<file path="src/gie_pkg.sv">
// Shared types and constants for the GF(2^m) extended-Euclid inverter.
// Used by the channel interfaces, the cell row, the sequencer and the top level.
package gie_pkg;

    localparam int FIELD_DEGREE_DEF = 10;
    localparam int MODULUS_RESET    = 1033;   // x^10 + x^3 + 1

    // Operation broadcast to every cell of the row.
    typedef enum logic [2:0] {
        OP_HOLD,
        OP_LOAD,
        OP_NORM,
        OP_STEP,
        OP_STEP_SWAP,
        OP_SWAP
    } t_cell_op;

    typedef struct packed {
        t_cell_op op;
        logic     shift_a;   // normalize the older remainder by one place
        logic     shift_b;   // normalize the newer remainder by one place
        logic     q;         // current quotient bit
    } t_cell_ctl;

    // Summary of the row seen by the sequencer.
    typedef struct packed {
        logic a_msb;
        logic a_nz;
        logic b_msb;
        logic b_nz;
    } t_chain_stat;

endpackage

</file>
<file path="src/gie_in_if.sv">
// Request channel carrying the operand to invert.
// Depends on gie_pkg for the default field degree.
interface gie_in_if
    import gie_pkg::*;
#(
    parameter int FIELD_DEGREE = FIELD_DEGREE_DEF
);
    logic                    valid;
    logic                    ready;
    logic [FIELD_DEGREE-1:0] operand;

    modport source (output valid, output operand, input ready);
    modport sink   (input valid, input operand, output ready);
endinterface

</file>
<file path="src/gie_out_if.sv">
// Result channel carrying the inverse and the invertible flag.
// Depends on gie_pkg for the default field degree.
interface gie_out_if
    import gie_pkg::*;
#(
    parameter int FIELD_DEGREE = FIELD_DEGREE_DEF
);
    logic                    valid;
    logic                    ready;
    logic [FIELD_DEGREE-1:0] inverse;
    logic                    invertible;

    modport source (output valid, output inverse, output invertible, input ready);
    modport sink   (input valid, input inverse, input invertible, output ready);
endinterface

</file>
<file path="src/gie_cell.sv">
// One bit slice of the inverter row: remainder, cofactor and product bits.
// Depends on gie_pkg for the control word.
module gie_cell
    import gie_pkg::*;
(
    input  logic      i_clk,
    input  t_cell_ctl i_ctl,
    input  logic      i_ld_a,
    input  logic      i_ld_b,
    input  logic      i_ld_cn,
    input  logic      i_a_lo,
    input  logic      i_b_lo,
    input  logic      i_acc_lo,
    output logic      o_a,
    output logic      o_b,
    output logic      o_co,
    output logic      o_acc
);

    logic r_a;
    logic r_b;
    logic r_co;
    logic r_cn;
    logic r_acc;
    logic a_step;
    logic acc_step;

    // One long-division step: subtract the divisor, shift up; Horner step on q*cn.
    assign a_step   = i_a_lo ^ (i_ctl.q & i_b_lo);
    assign acc_step = i_acc_lo ^ (i_ctl.q & r_cn);

    always_ff @(posedge i_clk) begin
        case (i_ctl.op)
            OP_LOAD: begin
                r_a   <= i_ld_a;
                r_b   <= i_ld_b;
                r_co  <= 1'b0;
                r_cn  <= i_ld_cn;
                r_acc <= 1'b0;
            end
            OP_NORM: begin
                if (i_ctl.shift_a) begin
                    r_a <= i_a_lo;
                end
                if (i_ctl.shift_b) begin
                    r_b <= i_b_lo;
                end
                r_acc <= 1'b0;
            end
            OP_STEP: begin
                r_a   <= a_step;
                r_acc <= acc_step;
            end
            OP_STEP_SWAP: begin
                r_a   <= r_b;
                r_b   <= a_step;
                r_co  <= r_cn;
                r_cn  <= r_co ^ acc_step;
                r_acc <= 1'b0;
            end
            OP_SWAP: begin
                r_a   <= r_b;
                r_b   <= r_a;
                r_co  <= r_cn;
                r_cn  <= r_co;
                r_acc <= 1'b0;
            end
            default: begin
                r_a <= r_a;
            end
        endcase
    end

    assign o_a   = r_a;
    assign o_b   = r_b;
    assign o_co  = r_co;
    assign o_acc = r_acc;

endmodule

</file>
<file path="src/gie_ctrl.sv">
// Sequencer of the inverter: degree counters, round control and result register.
// Depends on gie_pkg for the cell control word and the row status.
module gie_ctrl
    import gie_pkg::*;
#(
    parameter int FIELD_DEGREE = FIELD_DEGREE_DEF
)(
    input  logic                    i_clk,
    input  logic                    i_rst_n,
    input  logic                    i_in_valid,
    output logic                    o_in_ready,
    output logic                    o_out_valid,
    input  logic                    i_out_ready,
    output logic [FIELD_DEGREE-1:0] o_inverse,
    output logic                    o_invertible,
    input  t_chain_stat             i_stat,
    input  logic [FIELD_DEGREE-1:0] i_co,
    output t_cell_ctl               o_ctl
);

    localparam int             DEGW    = $clog2(FIELD_DEGREE + 1);
    localparam logic [DEGW-1:0] DEG_TOP = DEGW'(FIELD_DEGREE);

    typedef enum logic [1:0] {
        S_IDLE,
        S_NORM,
        S_DIV,
        S_DONE
    } t_state;

    t_state                  r_state;
    t_state                  n_state;
    logic [DEGW-1:0]         r_da;
    logic [DEGW-1:0]         n_da;
    logic [DEGW-1:0]         r_db;
    logic [DEGW-1:0]         n_db;
    logic                    r_first;
    logic                    n_first;
    logic                    r_ok;
    logic                    n_ok;
    logic                    r_out_valid;
    logic                    n_out_valid;
    logic [FIELD_DEGREE-1:0] r_inverse;
    logic [FIELD_DEGREE-1:0] n_inverse;
    logic                    r_invertible;
    logic                    n_invertible;
    logic                    a_need;
    logic                    b_need;
    logic                    older_one;

    assign a_need    = i_stat.a_nz & ~i_stat.a_msb;
    assign b_need    = i_stat.b_nz & ~i_stat.b_msb;
    assign older_one = i_stat.a_msb && (r_da == '0);

    always_comb begin
        n_state       = r_state;
        n_da          = r_da;
        n_db          = r_db;
        n_first       = r_first;
        n_ok          = r_ok;
        n_out_valid   = r_out_valid & ~i_out_ready;
        n_inverse     = r_inverse;
        n_invertible  = r_invertible;
        o_ctl.op      = OP_HOLD;
        o_ctl.shift_a = 1'b0;
        o_ctl.shift_b = 1'b0;
        o_ctl.q       = i_stat.a_msb;

        case (r_state)
            S_IDLE: begin
                if (i_in_valid) begin
                    o_ctl.op = OP_LOAD;
                    n_da     = DEG_TOP;
                    n_db     = DEG_TOP;
                    n_first  = 1'b1;
                    n_state  = S_NORM;
                end
            end
            S_NORM: begin
                if (a_need || b_need) begin
                    o_ctl.op      = OP_NORM;
                    o_ctl.shift_a = a_need;
                    o_ctl.shift_b = b_need;
                    if (a_need) begin
                        n_da = r_da - DEGW'(1);
                    end
                    if (b_need) begin
                        n_db = r_db - DEGW'(1);
                    end
                end else if (!i_stat.b_nz || (!r_first && older_one)) begin
                    n_ok    = older_one;
                    n_state = S_DONE;
                end else if (r_da >= r_db) begin
                    if (r_da == r_db) begin
                        o_ctl.op = OP_STEP_SWAP;
                        n_da     = r_db;
                        n_db     = (r_db == '0) ? '0 : r_db - DEGW'(1);
                        n_first  = 1'b0;
                    end else begin
                        o_ctl.op = OP_STEP;
                        n_da     = r_da - DEGW'(1);
                        n_state  = S_DIV;
                    end
                end else begin
                    o_ctl.op = OP_SWAP;
                    n_da     = r_db;
                    n_db     = r_da;
                    n_first  = 1'b0;
                end
            end
            S_DIV: begin
                if (r_da == r_db) begin
                    o_ctl.op = OP_STEP_SWAP;
                    n_da     = r_db;
                    n_db     = (r_db == '0) ? '0 : r_db - DEGW'(1);
                    n_first  = 1'b0;
                    n_state  = S_NORM;
                end else begin
                    o_ctl.op = OP_STEP;
                    n_da     = r_da - DEGW'(1);
                end
            end
            S_DONE: begin
                if (!r_out_valid || i_out_ready) begin
                    n_out_valid  = 1'b1;
                    n_inverse    = r_ok ? i_co : '0;
                    n_invertible = r_ok;
                    n_state      = S_IDLE;
                end
            end
            default: begin
                n_state = S_IDLE;
            end
        endcase
    end

    always_ff @(posedge i_clk) begin
        if (!i_rst_n) begin
            r_state     <= S_IDLE;
            r_first     <= 1'b0;
            r_out_valid <= 1'b0;
        end else begin
            r_state     <= n_state;
            r_first     <= n_first;
            r_out_valid <= n_out_valid;
        end
        r_da         <= n_da;
        r_db         <= n_db;
        r_ok         <= n_ok;
        r_inverse    <= n_inverse;
        r_invertible <= n_invertible;
    end

    assign o_in_ready   = (r_state == S_IDLE);
    assign o_out_valid  = r_out_valid;
    assign o_inverse    = r_inverse;
    assign o_invertible = r_invertible;

`ifndef ASSERT_OFF
    a_div_order : assert property (@(posedge i_clk) disable iff (!i_rst_n)
        (r_state == S_DIV) |-> (r_da >= r_db))
        else $error("division running with older degree below divisor degree");

    a_div_norm : assert property (@(posedge i_clk) disable iff (!i_rst_n)
        (r_state == S_DIV) |-> i_stat.b_msb)
        else $error("divisor not normalized during division");

    a_start : assert property (@(posedge i_clk) disable iff (!i_rst_n)
        (r_state == S_IDLE && i_in_valid) |=> (r_state == S_NORM && r_first))
        else $error("accepted request did not start a first round");

    a_zero_fail : assert property (@(posedge i_clk) disable iff (!i_rst_n)
        (r_out_valid && !r_invertible) |-> (r_inverse == '0))
        else $error("non-invertible result carries a nonzero inverse");
`endif

endmodule

</file>
<file path="src/gf2m_inverse_euclid.sv">
// Top level of the GF(2^m) inverter: modulus register, row of bit cells, sequencer.
// Depends on gie_pkg, gie_in_if, gie_out_if, gie_cell and gie_ctrl.
//
//  channel    dir  handshake          payload
//  i_req      in   valid/ready        operand[FIELD_DEGREE-1:0]
//  o_rsp      out  valid/ready        inverse[FIELD_DEGREE-1:0], invertible
//  cfg        in   i_cfg_we (no wait)  i_cfg_data[FIELD_DEGREE:0] = modulus_poly
//
// One request at a time: the accept edge loads the row, then normalize shifts,
// long-division steps and swaps follow in S_NORM and S_DIV; S_NORM detects the
// end and S_DONE writes the result register.
// Reset is synchronous and active low; it returns the sequencer to idle, clears
// the result valid and loads the modulus with x^10+x^3+1.
// A result waiting on o_rsp does not block the next request; only a finished
// inversion waits in place until the result register frees up.
module gf2m_inverse_euclid
    import gie_pkg::*;
#(
    parameter int                 FIELD_DEGREE = FIELD_DEGREE_DEF,
    parameter logic [FIELD_DEGREE:0] MODULUS_INIT = (FIELD_DEGREE + 1)'(MODULUS_RESET)
)(
    input  logic                  i_clk,
    input  logic                  i_rst_n,
    gie_in_if.sink                i_req,
    gie_out_if.source             o_rsp,
    input  logic                  i_cfg_we,
    input  logic [FIELD_DEGREE:0] i_cfg_data
);

    localparam int W = FIELD_DEGREE + 1;

    // Remainders are kept left-justified: bit W-1 is the leading term once
    // normalized, and the sequencer tracks each degree in a counter. The
    // cofactors stay right-justified; the quotient times the newer cofactor is
    // built bit by bit in the product row as quotient bits come out, top first.
    logic [W-1:0] r_modulus;
    logic [W-1:0] w_a;
    logic [W-1:0] w_b;
    logic [W-1:0] w_co;
    logic [W-1:0] w_acc;
    logic [W-1:0] w_a_lo;
    logic [W-1:0] w_b_lo;
    logic [W-1:0] w_acc_lo;
    logic [W-1:0] w_ld_b;
    logic [W-1:0] w_ld_cn;
    t_cell_ctl    w_ctl;
    t_chain_stat  w_stat;

    // Modulus register: the user writes it only while idle; the block does not enforce it.
    always_ff @(posedge i_clk) begin
        if (!i_rst_n) begin
            r_modulus <= MODULUS_INIT;
        end else if (i_cfg_we) begin
            r_modulus <= i_cfg_data;
        end
    end

    // Each cell takes its lower neighbor's bits; the bottom cell takes zeros.
    assign w_a_lo   = {w_a[W-2:0], 1'b0};
    assign w_b_lo   = {w_b[W-2:0], 1'b0};
    assign w_acc_lo = {w_acc[W-2:0], 1'b0};

    // Load: older remainder = modulus, newer = operand, cofactors (0, 1).
    assign w_ld_b  = {1'b0, i_req.operand};
    assign w_ld_cn = W'(1);

    for (genvar gi = 0; gi < W; gi++) begin : g_cell
        gie_cell u_cell (
            .i_clk    (i_clk),
            .i_ctl    (w_ctl),
            .i_ld_a   (r_modulus[gi]),
            .i_ld_b   (w_ld_b[gi]),
            .i_ld_cn  (w_ld_cn[gi]),
            .i_a_lo   (w_a_lo[gi]),
            .i_b_lo   (w_b_lo[gi]),
            .i_acc_lo (w_acc_lo[gi]),
            .o_a      (w_a[gi]),
            .o_b      (w_b[gi]),
            .o_co     (w_co[gi]),
            .o_acc    (w_acc[gi])
        );
    end

    // Leading-term and zero flags of both remainders for the sequencer.
    assign w_stat.a_msb = w_a[W-1];
    assign w_stat.a_nz  = |w_a;
    assign w_stat.b_msb = w_b[W-1];
    assign w_stat.b_nz  = |w_b;

    gie_ctrl #(
        .FIELD_DEGREE (FIELD_DEGREE)
    ) u_ctrl (
        .i_clk        (i_clk),
        .i_rst_n      (i_rst_n),
        .i_in_valid   (i_req.valid),
        .o_in_ready   (i_req.ready),
        .o_out_valid  (o_rsp.valid),
        .i_out_ready  (o_rsp.ready),
        .o_inverse    (o_rsp.inverse),
        .o_invertible (o_rsp.invertible),
        .i_stat       (w_stat),
        .i_co         (w_co[FIELD_DEGREE-1:0]),
        .o_ctl        (w_ctl)
    );

endmodule

</file>
<file path="src/flat_wrapper.sv">
// flat-port wrapper written by rule: the top's interface ports become plain ports
module gf2m_inverse_euclid_flat import gie_pkg::*;
#(
    parameter int                 FIELD_DEGREE = FIELD_DEGREE_DEF,
    parameter logic [FIELD_DEGREE:0] MODULUS_INIT = (FIELD_DEGREE + 1)'(MODULUS_RESET)
)
  (i_clk, i_rst_n, i_cfg_we, i_cfg_data, i_req_valid, i_req_operand, i_req_ready, o_rsp_valid, o_rsp_inverse, o_rsp_invertible, o_rsp_ready);
  gie_in_if #(.FIELD_DEGREE(FIELD_DEGREE)) i_req_i ();
  gie_out_if #(.FIELD_DEGREE(FIELD_DEGREE)) o_rsp_i ();
  input  logic i_clk;
  input  logic i_rst_n;
  input  logic i_cfg_we;
  input  logic [FIELD_DEGREE:0] i_cfg_data;
  input wire logic [$bits(i_req_i.valid)-1:0] i_req_valid;
  input wire logic [$bits(i_req_i.operand)-1:0] i_req_operand;
  output wire logic [$bits(i_req_i.ready)-1:0] i_req_ready;
  output wire logic [$bits(o_rsp_i.valid)-1:0] o_rsp_valid;
  output wire logic [$bits(o_rsp_i.inverse)-1:0] o_rsp_inverse;
  output wire logic [$bits(o_rsp_i.invertible)-1:0] o_rsp_invertible;
  input wire logic [$bits(o_rsp_i.ready)-1:0] o_rsp_ready;
  assign i_req_i.valid = i_req_valid;
  assign i_req_i.operand = i_req_operand;
  assign i_req_ready = i_req_i.ready;
  assign o_rsp_valid = o_rsp_i.valid;
  assign o_rsp_inverse = o_rsp_i.inverse;
  assign o_rsp_invertible = o_rsp_i.invertible;
  assign o_rsp_i.ready = o_rsp_ready;
  gf2m_inverse_euclid #(.FIELD_DEGREE(FIELD_DEGREE), .MODULUS_INIT(MODULUS_INIT)) u_core (.i_clk(i_clk), .i_rst_n(i_rst_n), .i_req(i_req_i), .o_rsp(o_rsp_i), .i_cfg_we(i_cfg_we), .i_cfg_data(i_cfg_data));
endmodule
</file>
<file path="config.mk">
export PLATFORM = sky130hd
export DESIGN_NAME = gf2m_inverse_euclid_flat
export DESIGN_NICKNAME = d
export VERILOG_FILES = /design/src/gie_pkg.sv /design/src/gie_in_if.sv /design/src/gie_out_if.sv /design/src/gie_cell.sv /design/src/gie_ctrl.sv /design/src/gf2m_inverse_euclid.sv /design/src/flat_wrapper.sv
export SDC_FILE = /design/constraint.sdc
export NUM_CORES = 1
export LEC_CHECK = 0
export BUFFER_PORTS_ARGS = -buffer_cell sky130_fd_sc_hd__buf_2
export CORE_MARGIN = 2
export CORE_UTILIZATION = 25
export CTS_CLUSTER_SIZE = 28
export DETAILED_ROUTE_END_ITERATION = 10
export HOLD_SLACK_MARGIN = 0.12
export SETUP_SLACK_MARGIN = 0.5
export SLEW_MARGIN = 30
export SYNTH_ARGS = -nofsm -noshare
export SYNTH_HDL_FRONTEND = slang
export SYNTH_SLANG_ARGS = --single-unit
</file>
<file path="constraint.sdc">
create_clock -name i_clk -period 4.5 [get_ports i_clk]
set_clock_uncertainty 0.1 [all_clocks]
set_input_delay 0.45 -clock i_clk [delete_from_list [all_inputs] [get_ports i_clk]]
set_output_delay 0.45 -clock i_clk [all_outputs]
set_load 0.03 [all_outputs]
</file>
-- Word-level counts from Yosys, hierarchy flattened
Index checks and enable logic that the tools add are counted.
- bits in registers: 86
- input port bits: 26
- output and inout bits: 13
- $add $sub $neg: 2
- magnitude comparators: 1
- equality and inequality tests: 21
- mux-type cells: 111
- bitwise logic cells: 56
- reductions and logical operators: 29
- operators by type and width (operator ; number):
    $pmux W1 S4 ; 22
    $mux W4 ; 12
    $pmux W1 S2 ; 19
    $pmux W1 S3 ; 11
    $mux W1 ; 30
    $xor A1 B1 Y1 ; 29
    $pmux W4 S3 ; 2
    $and A1 B1 Y1 ; 23
    $reduce_or A11 Y1 ; 2
    $mux W2 ; 9
    $ne A3 B3 Y1 const B ; 5
    $ne A2 B2 Y1 const B ; 7
    $mux W3 ; 4
    $reduce_and A4 Y1 ; 3
    $pmux W3 S3 ; 1
    $logic_not A4 Y1 ; 2
    $pmux W2 S4 ; 1
    $reduce_bool A4 Y1 ; 2
    $sub A4 B1 Y4 const B ; 2
    $eq A3 B2 Y1 const B ; 2
    $eq A3 B3 Y1 const B ; 2
    $reduce_and A2 Y1 ; 3
    $reduce_and A6 Y1 ; 1
    $reduce_bool A3 Y1 ; 2
    14 further kinds ; 24

-- Depth between registers and ports, before layout
- depth in word-level cells: 11
- mapped depth: 12
- mapped depth without buffers: 9

-- Cells and area by module
A second synthesis with hierarchy kept.
- cell total of the unflattened synthesis: 674
- area, all modules: 6259.8 um^2
- modules (own cells, without submodules) (module ; instances ; cells each ; area each (um^2)):
    gie_cell ; 11 ; 41 ; 370.4
    gie_ctrl ; 1 ; 178 ; 1726.7
    gf2m_inverse_euclid ; 1 ; 45 ; 459.2

-- Worst setup path before layout
Ideal clock, no wire load.
- kind: register to register
- start point: register u_core.u_ctrl.r_db[2]
- end point: register u_core.g_cell[0].u_cell.r_a (enable)
- arrival time: 3.103 ns
- setup slack: 0.918 ns
- cell stages (with the launch flop): 10
- clock period less this slack: 3.582 ns
- cell sequence: edfxtp_1 > inv_1 > ha_1 > and4_1 > clkbuf_1 > nor2_1 > a211oi_4 > or2_2 > a21oi_1 > nor2b_1
- longest elaborated chain between the ends: 10
- elaborated cells on any way between the ends: 16
- those cells by class: 1 x order compare; 7 x eq/ne; 5 x mux; 3 x reduce/logical
- RTL lines (element ; RTL line ; text):
    start, declared ; gie_ctrl.sv:35 ; logic [DEGW-1:0] r_db;
    start signal, assigned ; gie_ctrl.sv:148 ; r_db <= n_db;
    branches (longest 5 deep; another with $ge A4 B4 Y1) ; n/a ;
    $pmux W3 S3 * ; gie_ctrl.sv:69 ; case (r_state)
    $eq A3 B3 Y1 ; gie_cell.sv:33 ; case (i_ctl.op)
    $reduce_or A2 Y1 (no source line) ; n/a ;
    $reduce_bool A4 Y1 (no source line) ; n/a ;
    $reduce_and A2 Y1 (no source line) * ; n/a ;
    end signal, assigned ; gie_cell.sv:35 ; r_a <= i_ld_a;
    end signal, assigned ; gie_cell.sv:43 ; r_a <= i_a_lo;
    end signal, assigned ; gie_cell.sv:51 ; r_a <= a_step;
    end, declared ; gie_cell.sv:20 ; logic r_a;
Mark *: on every way between the ends.
A chain may end at the register's enable or synchronous reset.

-- Worst setup path after layout
- start point: register u_core.g_cell[5].u_cell.r_b
- end point: register u_core.g_cell[0].u_cell.r_b (enable)
- longest elaborated chain between the ends: 9
- elaborated cells on any way between the ends: 17
- those cells by class: 5 x eq/ne; 5 x mux; 1 x bitwise; 6 x reduce/logical
- RTL lines (element ; RTL line ; text):
    start, declared ; gie_cell.sv:21 ; logic r_b;
    start signal, assigned ; gie_cell.sv:36 ; r_b <= i_ld_b;
    start signal, assigned ; gie_cell.sv:46 ; r_b <= i_b_lo;
    start signal, assigned ; gie_cell.sv:56 ; r_b <= a_step;
    $reduce_or A11 Y1 * ; gf2m_inverse_euclid.sv:88 ; assign w_stat.b_nz = |w_b;
    $logic_not A1 Y1 ; gie_ctrl.sv:90 ; end else if (!i_stat.b_nz || (!r_first && older_one)) begin
    $logic_or A1 B1 Y1 ; gie_ctrl.sv:90 ;
    $mux W3 ; gie_ctrl.sv:90 ;
    $mux W3 ; gie_ctrl.sv:80 ; if (a_need || b_need) begin
    $pmux W3 S3 ; gie_ctrl.sv:69 ;
    $eq A3 B2 Y1, or another cell as far along ; gie_cell.sv:33 ;
    $reduce_bool A4 Y1 (no source line) / $ne A2 B2 Y1 (equally long branches) ; n/a ;
    $reduce_and A2 Y1 (no source line) * ; n/a ;
    end signal, assigned ; gie_cell.sv:36 ;
    end signal, assigned ; gie_cell.sv:46 ;
    end signal, assigned ; gie_cell.sv:56 ;
    end, declared ; gie_cell.sv:21 ;
Mark *: on every way between the ends. The rest lies on a longest branch, timed or not.

==> metrics.md <==
| Metric | Value |
|---|---|
| Outcome | finished, final reports clean |
| RSZ-0062 raised after global routing | no |
| Worst Tran Pin Value | approximately 1 ns |
| Initial Utilization | between 20% and 30% |
| Core Region | 19500 um^2 |
| Mapped cell area | between 4000 and 5000 um^2 |
| Number of synthesized flops with an enable pin | 71 |
| Asr flop ratio synth | 0% |
| HPWL after detailed placement | between 8000 and 9000 um |
| Clock slew at reported path FFs | 0.07 ns |
| YS warnings | 0 |
| Post-Synth Simple-Gate Area | about a fifth |
| Sequential share of the synthesized area | 48.8% |
| Final Cycle Share | approximately 83% |
| Final setup viols | 0 |
| Slew Limit Fails | 0 |
| Largest family of logic cells by synthesized area | simple AND/OR/NAND/NOR gates |
| Setup repair bufs after CTS | 0 |
| Top FF cell, synth | edfxtp_1 |
| Avg WL per Cell | ~16 um |
| Clk buf depth | 2 |
| Ratio of cells with drive above 1 in the final layout | between 15 and 20% |
| Fmax achieved | 269 MHz |
| CP Launch Type | register |
| Die Span X | around 150 um |
| # diodes | 0 |
| Pwr Density | slightly below 900 nW/um^2 |
| Xor/xnor cell area share of the yosys netlist | under 10% |
| Synth cell types | between 60 and 70 |
| Sum of negative setup slack | 0 ns |
| Gr usage total | about an eighth |
| Final WL | around 12000 um |
| Global-route wire length before repair | between 20000 and 25000 um |
| Multiplexer share of the synthesized area | about 2.8% |
| Vias per cell | 4.83 |
| Global route overflow | 0 |
| Yosys top cell by area | edfxtp_1 |
| Clock root cell | clkbuf_16 |
| First-pass DRT Iterations | 5 |
| PortBufs | 38 |
| Final worst slack | 0.776 ns |
| Flops & latches, synth | 86 |
| Worst slew margin relative to its limit | 34.6% |
| Place WS | a little under 0.7 ns |
| Final Critical Period | approximately 3.7 ns |
| # Max-Cap Violations | 0 |
| Top cells by area in the synthesized netlist | edfxtp_1, dfxtp_1, nand2_1, nor2_1, xnor2_1 |
| Worst-path maximum fanout | 21 |
| Worst path max stage delay | 0.69 ns |
| CP Cell Sequence | nor4_1 -> a31oi_1 -> or2_0 -> a211oi_4 -> or3_1 -> a21oi_1 -> nor3_1 -> buf_4 |
| Latest clock arrival within the worst-skew pair | 0.34 ns |
| Synth top area share | a little over two fifths |
| Clock sinks | 86 |
| CTS tree | yes |
| TritonCTS Buffers | 9 |
| Die height | 145 um |
| Most common cell after layout, fill and taps aside | edfxtp_1 |
| H-tree Lvls | 3 |
| Worst IR Drop VDD | 0.000426 V |
| WP data required | 4.44 ns |
| Crit path arrival time | around 3.7 ns |
| Largest net degree at the start of global routing | 29 |
| # nets final | between 500 and 600 |
| DRC | 0 |
| Total Power | between 4000 and 5000 uW |
| Most frequent cells in the layout | edfxtp_1, nand2_1, nor2_1, buf_2, a21oi_1 |
| Endpoint type of the worst setup path | register |
| Compound-Gate Fraction of Synth Area | 15.6% |
| Vias in the first global route | 3799 |
| Initial antenna violation count | 0 |
| Row count | around 50 |
| Adder-cell area share of the yosys netlist | between 2 and 3% |
| Die Area | around 21000 um^2 |
| Slowest CP cell | or3_1 |
| 1st-iter DRT viols | 300 |
| Cells after synthesis | roughly 500 |
| Final Hold Vio Count | 0 |
| Antenna viol nets, final | 0 |
| Total number of vias | approximately 3900 |
| Post-Syn Nets | ~530 |
| Avg Inst Size Synth | ~10 um^2 |
| Io pins | 39 |
| Placer's final routability congestion estimate | ~0.83 |
| Area growth from synthesis to layout | 15.5% |
| Hold Path Class | input port to register |
| Static leakage | ~0.0022 uW |
| Crit Path Category | register to register |
## sequential cells by signal (all words and copies together), names as in the netlist
name,cells
u_core.u_ctrl.r_first,1
u_core.g_cell.u_cell.o_b,11
u_core.g_cell.u_cell.o_co,10
u_core.r_modulus,11
u_core.u_ctrl.o_inverse,10
u_core.u_ctrl.o_invertible,1
u_core.u_ctrl.r_da,4
u_core.u_ctrl.r_state,2
u_core.u_ctrl.r_db,4
u_core.g_cell.u_cell.o_acc,9
u_core.u_ctrl.o_out_valid,1
u_core.g_cell.u_cell.r_cn,10
u_core.g_cell.u_cell.o_a,11
u_core.u_ctrl.r_ok,1
## area by class of cell
| cell class | count | area [um^2] |
|---|---|---|
| clock buffer | 9 | 225 |
| clock inverter | 7 | 56.3 |
| fill | 2107 | 13800 |
| inverter | 16 | 60.1 |
| multi-input combinational | 367 | 2370 |
| sequential | 86 | 2430 |
| tap | 265 | 332 |
| timing repair buffer | 51 | 288 |
## final timing paths
kind	start	endpoint	slack (ns)	cells past startpoint
hold reg to reg	u_core.r_modulus[0]	u_core.r_modulus[0]	0.38	2
hold / removal	i_cfg_data[0]	u_core.r_modulus[0]	0.22	3
setup / recovery	u_core.g_cell[5].u_cell.o_b	u_core.g_cell[0].u_cell.o_b	0.78	8
setup reg to reg	u_core.g_cell[5].u_cell.o_b	u_core.g_cell[0].u_cell.o_b	0.78	8
## synth_stat cells (14+ instances only)
master and n:
dfxtp_1 15, clkbuf_1 14, mux2i_1 14, nand3_1 14
xnor2_1 17, a21oi_1 27, edfxtp_1 71, nor2_1 49
xor2_1 17, and2_1 14, nand2_1 60, inv_1 16
## metal layers
layer / routed length [um] / up-vias / track usage [%]
li1: - / 1882 / -
met1: 5820 / 1847 / 16.7
met2: 5750 / 124 / 18.7
met3: 657 / 13 / 2.67
met4: 252 / 0 / 4.41
met5: 0 / - / 0
## cell families after synthesis
kind of cell | count (synthesis)
AND/OR/NAND/NOR | 201
AO/OA/AOI/OAI | 107
flip-flops | 86
buffers and inverters | 43
XOR/XNOR | 34
multiplexers | 14
adder cells (fa/ha/maj) | 11
## worst max-delay path: cells and delay by family (launching register included)
family | cells | cell delay, ns
flip-flops | 1 | 0.47
AO/OA/AOI/OAI | 3 | 0.83
buffers and inverters | 1 | 0.23
AND/OR/NAND/NOR | 4 | 1.77
## repair_timing
action	4_1_cts	5_1_grt
endpoints found under the setup margin	0	13
hold buffers	0	0
gates resized for setup	0	1
## metrics by stage
stage	cell area [um^2]	hold slack [ns]	std cells	utilization, %
final	5760	0.219	801	29.5
after global routing	5760	0.243	801	29.5
after CTS	5760	0.204	801	29.5
after detailed placement	5480	0.365	785	28.1
after global placement	5480	0.357	785	28.0
after floorplan	4990	0.335	496	-
## power by group
part	switching [uW]	leakage [uW]	total [uW]	internal, uW
sequential	301	0.000811	1730	1430
clock	332	0.000139	714	382
combinational	1610	0.00122	2550	938
total	2240	0.00217	5000	2750
Note: power is estimated with default switching activity, not from simulation.
